[config.mk]
export PLATFORM = sky130hd
export DESIGN_NAME = qte_isqrt
export DESIGN_NICKNAME = d
export VERILOG_FILES = /design/src/hw/rtl/quaternion_to_euler_angles_core_macros.svh /design/src/hw/rtl/qte_pkg.sv /design/src/hw/rtl/qte_isqrt.sv
export SDC_FILE = /design/constraint.sdc
export NUM_CORES = 2
export LEC_CHECK = 0
export ABC_CLOCK_PERIOD_IN_PS = 3950
export BUFFER_PORTS_ARGS = -buffer_cell sky130_fd_sc_hd__buf_2
export CORE_ASPECT_RATIO = 0.6
export CORE_MARGIN = 3
export CORE_UTILIZATION = 50
export CTS_BUF_LIST = sky130_fd_sc_hd__clkbuf_8
export DETAILED_ROUTE_END_ITERATION = 10
export PLACE_DENSITY = 0.65
export SETUP_SLACK_MARGIN = 0.1
export SLEW_MARGIN = 15
export SYNTH_ARGS = -nofsm -noshare
export SYNTH_HDL_FRONTEND = slang
export SYNTH_SLANG_ARGS = --single-unit
[constraint.sdc]
create_clock -name i_clk -period 3.95 [get_ports i_clk]
set_clock_uncertainty 0.05 [all_clocks]
set_input_delay 0.1975 -clock i_clk [delete_from_list [all_inputs] [get_ports i_clk]]
set_output_delay 0.1975 -clock i_clk [all_outputs]
set_load 0.05 [all_outputs]
[src/hw/rtl/quaternion_to_euler_angles_core_macros.svh]
`ifndef QUATERNION_TO_EULER_ANGLES_CORE_MACROS_SVH
`define QUATERNION_TO_EULER_ANGLES_CORE_MACROS_SVH

// implication checked on every rising edge outside reset
`define QTE_ASSERT_IMPL(label, clk, rst_n, lhs, rhs, msg) \
    label: assert property (@(posedge clk) disable iff (!rst_n) (lhs) |-> (rhs)) \
        else $error(msg);

// implication whose consequent is checked in the cycle after the antecedent
`define QTE_ASSERT_NEXT(label, clk, rst_n, lhs, rhs, msg) \
    label: assert property (@(posedge clk) disable iff (!rst_n) (lhs) |=> (rhs)) \
        else $error(msg);

`endif

[src/hw/rtl/qte_pkg.sv]
`timescale 1ns / 1ps
package qte_pkg;

    localparam int QTE_COMP_W   = 16;
    localparam int QTE_PROD_W   = 32;
    localparam int QTE_SUM_W    = 35;
    localparam int QTE_CORDIC_W = 38;
    localparam int QTE_ROOT_W   = 29;
    localparam int QTE_RAD_W    = 57;
    localparam int QTE_TURN_W   = 32;
    localparam int QTE_ANGLE_W  = 16;
    localparam int QTE_ATAN_LEN = 24;

    localparam logic signed [QTE_SUM_W-1:0] QTE_ONE_Q28 = QTE_SUM_W'(64'sd268435456);
    localparam logic [QTE_ANGLE_W-1:0] QTE_PITCH_POS = 16'h4000;
    localparam logic [QTE_ANGLE_W-1:0] QTE_PITCH_NEG = 16'hC000;
    localparam logic [QTE_TURN_W-1:0]  QTE_QUARTER   = 32'h4000_0000;
    localparam logic [QTE_TURN_W-1:0]  QTE_MINUS_QTR = 32'hC000_0000;
    localparam logic [QTE_TURN_W-1:0]  QTE_ROUND     = 32'h0000_8000;

    typedef struct packed {
        logic signed [QTE_SUM_W-1:0] sr;
        logic signed [QTE_SUM_W-1:0] cr;
        logic signed [QTE_SUM_W-1:0] sp;
        logic signed [QTE_SUM_W-1:0] sy;
        logic signed [QTE_SUM_W-1:0] cy;
        logic                        clamp;
        logic                        neg;
    } t_side;

    typedef struct packed {
        logic clamp;
        logic neg;
    } t_flag;

    // atan(2^-i) in turn units, 2^32 = 2 pi
    function automatic logic [QTE_TURN_W-1:0] qte_atan(input logic [4:0] idx);
        logic [QTE_TURN_W-1:0] v;
        case (idx)
            5'd0:  v = 32'h20000000;
            5'd1:  v = 32'h12E4051E;
            5'd2:  v = 32'h09FB385B;
            5'd3:  v = 32'h051111D4;
            5'd4:  v = 32'h028B0D43;
            5'd5:  v = 32'h0145D7E1;
            5'd6:  v = 32'h00A2F61E;
            5'd7:  v = 32'h00517C55;
            5'd8:  v = 32'h0028BE53;
            5'd9:  v = 32'h00145F2F;
            5'd10: v = 32'h000A2F98;
            5'd11: v = 32'h000517CC;
            5'd12: v = 32'h00028BE6;
            5'd13: v = 32'h000145F3;
            5'd14: v = 32'h0000A2FA;
            5'd15: v = 32'h0000517D;
            5'd16: v = 32'h000028BE;
            5'd17: v = 32'h0000145F;
            5'd18: v = 32'h00000A30;
            5'd19: v = 32'h00000518;
            5'd20: v = 32'h0000028C;
            5'd21: v = 32'h00000146;
            5'd22: v = 32'h000000A3;
            5'd23: v = 32'h00000051;
            default: v = '0;
        endcase
        return v;
    endfunction

endpackage

[src/hw/rtl/qte_isqrt.sv]
`timescale 1ns / 1ps
module qte_isqrt (
    input  logic                           i_clk,
    input  logic                           i_en,
    input  logic [qte_pkg::QTE_RAD_W-1:0]  i_rad,
    output logic [qte_pkg::QTE_ROOT_W-1:0] o_root
);
    import qte_pkg::*;

    localparam int AW = QTE_RAD_W + 2;
    localparam int NS = QTE_ROOT_W;

    logic [AW-1:0]         r_rem  [NS-1];
    logic [QTE_ROOT_W-1:0] r_root [NS];

    // one result bit per stage, most significant first
    for (genvar j = 0; j < NS; j++) begin : g_step
        localparam int B = NS - 1 - j;
        logic [AW-1:0]         w_rem_in;
        logic [AW-1:0]         w_trial;
        logic [QTE_ROOT_W-1:0] w_root_in;
        logic                  w_take;

        if (j == 0) begin : g_first
            assign w_rem_in  = AW'(i_rad);
            assign w_root_in = '0;
        end else begin : g_next
            assign w_rem_in  = r_rem[j-1];
            assign w_root_in = r_root[j-1];
        end

        assign w_trial = (AW'(w_root_in) << (B + 1)) + (AW'(1) << (2 * B));
        assign w_take  = (w_rem_in >= w_trial);

        always_ff @(posedge i_clk) begin
            if (i_en) begin
                r_root[j] <= w_take ? (w_root_in | (QTE_ROOT_W'(1) << B)) : w_root_in;
            end
        end

        if (j < NS - 1) begin : g_rem
            always_ff @(posedge i_clk) begin
                if (i_en) begin
                    r_rem[j] <= w_take ? (w_rem_in - w_trial) : w_rem_in;
                end
            end
        end
    end

    assign o_root = r_root[NS-1];

endmodule

==> metrics.yaml <==
die_area_um2: 204000
rsz0062_at_grt: "true"
place_area_um2: 106000
finalHoldViolCount: 0
slew-limit-headroom_pct: 30.3
fmax_ghz: 0.253
final_layout_size_suffix_gt1_share_pct: 13.6
syn_inst: 7832
required_ns: 4.54
crit_path_end_kind: "flop"
r2r_slack_ns: 0.002
async_reset_ff_share_pct: 0
holdPathEnd: "r_rem[1][239]"
min-delay-start: "r_rem[1][180]"
crit_type: "flop to flop"
nNetsFinal: 9196
utilization_pct: 58.4
worstMarginPinSlew_ns: 1.04
drv_cap: 0
startpoint: "r_rem[1][378]"
fin_setup_tns_ns: 0
detail-route-antenna-nets: 0
grt_pass1_vias: 61500
grt.total_usage_pct: 26.0
grt_max_degree: 159
cts_tree: "done"
dp_hpwl_um: 203000
ios: 88
whs_ns: 0.369
setup_viol: 0
clock_path_buffers: 4
num_rows: 125
p_leak_nw: 44.1
gp_congestion: 1.00
synth_edf_count: 2086
cp.arrival_ns: 4.54
drtPass1Iterations: 8
post-route-min-period_ns: 3.95
insertion_delay_ns: 0.95
path_max_fanout: 7
grt_pass1_wl_um: 398000
netlist_area_um2: 99300
rr_worst_depth: 12
syn2layout_area_growth_pct: 15.0
wl_um: 272000
powerDensity_nw_per_um2: 546
reg2reg_from: "r_rem[1][378]"
cts.sinks: 2086
routed_via_density: 5.89
die_x_um: 581
clockRootBuffer: "clkbuf_8"
fin_area_um2: 114000
hold_path_class: "flop to flop"
crit_path_start_kind: "flop"
ir_drop_mv: 0.393
numCtsBuffers: 317
drtIter0Drc: 9446
ys_warn_count: 0
yosysSeqAreaShare_pct: 63.1
wl_per_cell_um: 23.6
yosys.cell_types.count: 87
drc: 0
h-tree-depth: 5
die_h_um: 351
synthFlopType: "edfxtp_1"
num_vias: 67800
finalPower_w: 0.0623
grt-ovfl-total: 0
synth-seq-cells: 2086
syn_area_per_cell_um2: 12.7
port-buffer-count: 87
start_util_pct: 50.8
min_period_over_period_pct: 100
r2r-end: "r_rem[1][458]"
antenna_found_initial: 14
cts.clk_slew.worst_paths_ns: 0.06
hold_depth: 0
drv_slew: 0
fp.coreArea_um2: 195000
outcome: "finished, final reports clean"
[cells in the mapped netlist, drive strengths merged (9+ instances only)]
cell | n | share of area, %
inv | 568 | 2.1
xor2 | 342 | 3.0
nor3b | 13 | 0.098
a31oi | 39 | 0.25
o2111ai | 11 | 0.097
o21ai | 262 | 1.3
mux2i | 9 | 0.091
o31ai | 25 | 0.19
nor3 | 224 | 1.1
nand4b | 24 | 0.21
buf | 26 | 0.12
nor2b | 66 | 0.42
ha | 460 | 5.8
and4 | 10 | 0.088
a21o | 204 | 1.5
nor4b | 31 | 0.27
o21bai | 39 | 0.29
clkbuf | 111 | 0.42
nand2b | 101 | 0.64
a21boi | 24 | 0.18
nor4 | 270 | 1.7
and2 | 19 | 0.12
a211o | 12 | 0.11
or2 | 30 | 0.19
a211oi | 34 | 0.26
or3 | 70 | 0.44
a2111oi | 12 | 0.11
and3 | 34 | 0.21
o21a | 71 | 0.54
o211ai | 27 | 0.21
nand3b | 32 | 0.24
edfxtp | 2086 | 63
mux2 | 85 | 0.96
nand4 | 110 | 0.70
nor2 | 590 | 2.2
a21oi | 556 | 2.8
nand3 | 150 | 0.76
xnor2 | 399 | 3.5
o31a | 9 | 0.079
nand2 | 456 | 1.7
a41oi | 9 | 0.079
or4 | 70 | 0.53
[worst max path at each step]
stage                    end  slack, ns  depth (start not counted)
2_1_floorplan   r_rem[1][48]       0.58                         13
3_3_place_gp   r_rem[1][470]      -1.35                         12
3_5_place_dp   r_rem[1][470]      -0.81                         12
4_1_cts        r_rem[1][458]       0.11                         12
5_1_grt        r_rem[1][462]      -0.21                         13
6_report       r_rem[1][458]      0.002                         12
[state kept, by name, indices dropped and copies added (netlist names)]
name	count
r_root	435
r_rem	1651
[routing by layer]
| metal | vias up | track usage [%] | routed length, um |
|---|---|---|---|
| met1 | 32900 | 45.6 | 137000 |
| met4 | 2 | 4.44 | 3490 |
| met5 | - | 0 | 13 |
| met3 | 303 | 10.8 | 42900 |
| met2 | 3559 | 27.9 | 88900 |
| li1 | 31000 | - | - |
[through the flow]
stage	setup slack (ns)	instances
6_report	0.00167	11500
2_1_floorplan	0.584	7833
3_3_place_gp	-1.35	10800
3_5_place_dp	-0.812	10800
5_1_grt	-0.210	11500
4_1_cts	0.108	11500
[logic make-up (layout without fill, tap and decap cells)]
group | Yosys count | in the layout | synth area share [%]
multiplexers | 94 | 94 | 1.06
adder cells (fa/ha/maj) | 460 | 460 | 5.80
other | 1 | 3 | 0.00378
XOR/XNOR | 741 | 741 | 6.54
AND/OR/NAND/NOR | 2330 | 2330 | 12.0
AO/OA/AOI/OAI | 1415 | 1415 | 8.78
buffers and inverters | 705 | 1780 | 2.69
flip-flops | 2086 | 2086 | 63.1
[final cells by class]
cell class	count	area, um2
multi-input cells	5042	35000
fillers	15400	81200
clock buffers	327	4500
clock inverters	223	1180
well taps	2603	3260
flip-flops and latches	2086	62600
diodes	1	2.50
repair buffers	662	5440
inverters	568	2130
[cell usage in the layout (no fill, tap or decap), drive strengths merged, types with 224 or more instances in the layout]
master,instances
a21oi,556
buf,546
clkbuf,328
edfxtp,2086
ha,460
inv,656
nand2,456
nor2,590
nor3,224
nor4,270
o21ai,262
xnor2,399
xor2,342
[critical path, stage by stage (launching register included)]
cell,delay [ns]
edfxtp_1,0.44
ha_4,0.33
and3_4,0.23
nand3_4,0.13
nor4_4,0.34
buf_4,0.21
nand4_1,0.60
nand4_1,0.42
a41oi_4,0.10
a211o_1,0.33
buf_12,0.16
o41ai_4,0.21
o21ai_1,0.10
[report_power, final]
group          switching [W]  total (W)  internal (W)
clock                0.00857     0.0168       0.00827
combinational        0.00886     0.0152       0.00634
sequential           0.00231     0.0303        0.0280
[what timing repair did]
item,4_1_cts,5_1_grt
hold endpoints to repair,159,0
setup endpoints to repair,107,238
cloned,0,1
pin swaps,11,50
resized for setup,44,123
buffers inserted,11,25
hold buffers,115,0
No activity file was read; power rests on OpenSTA's default activity.
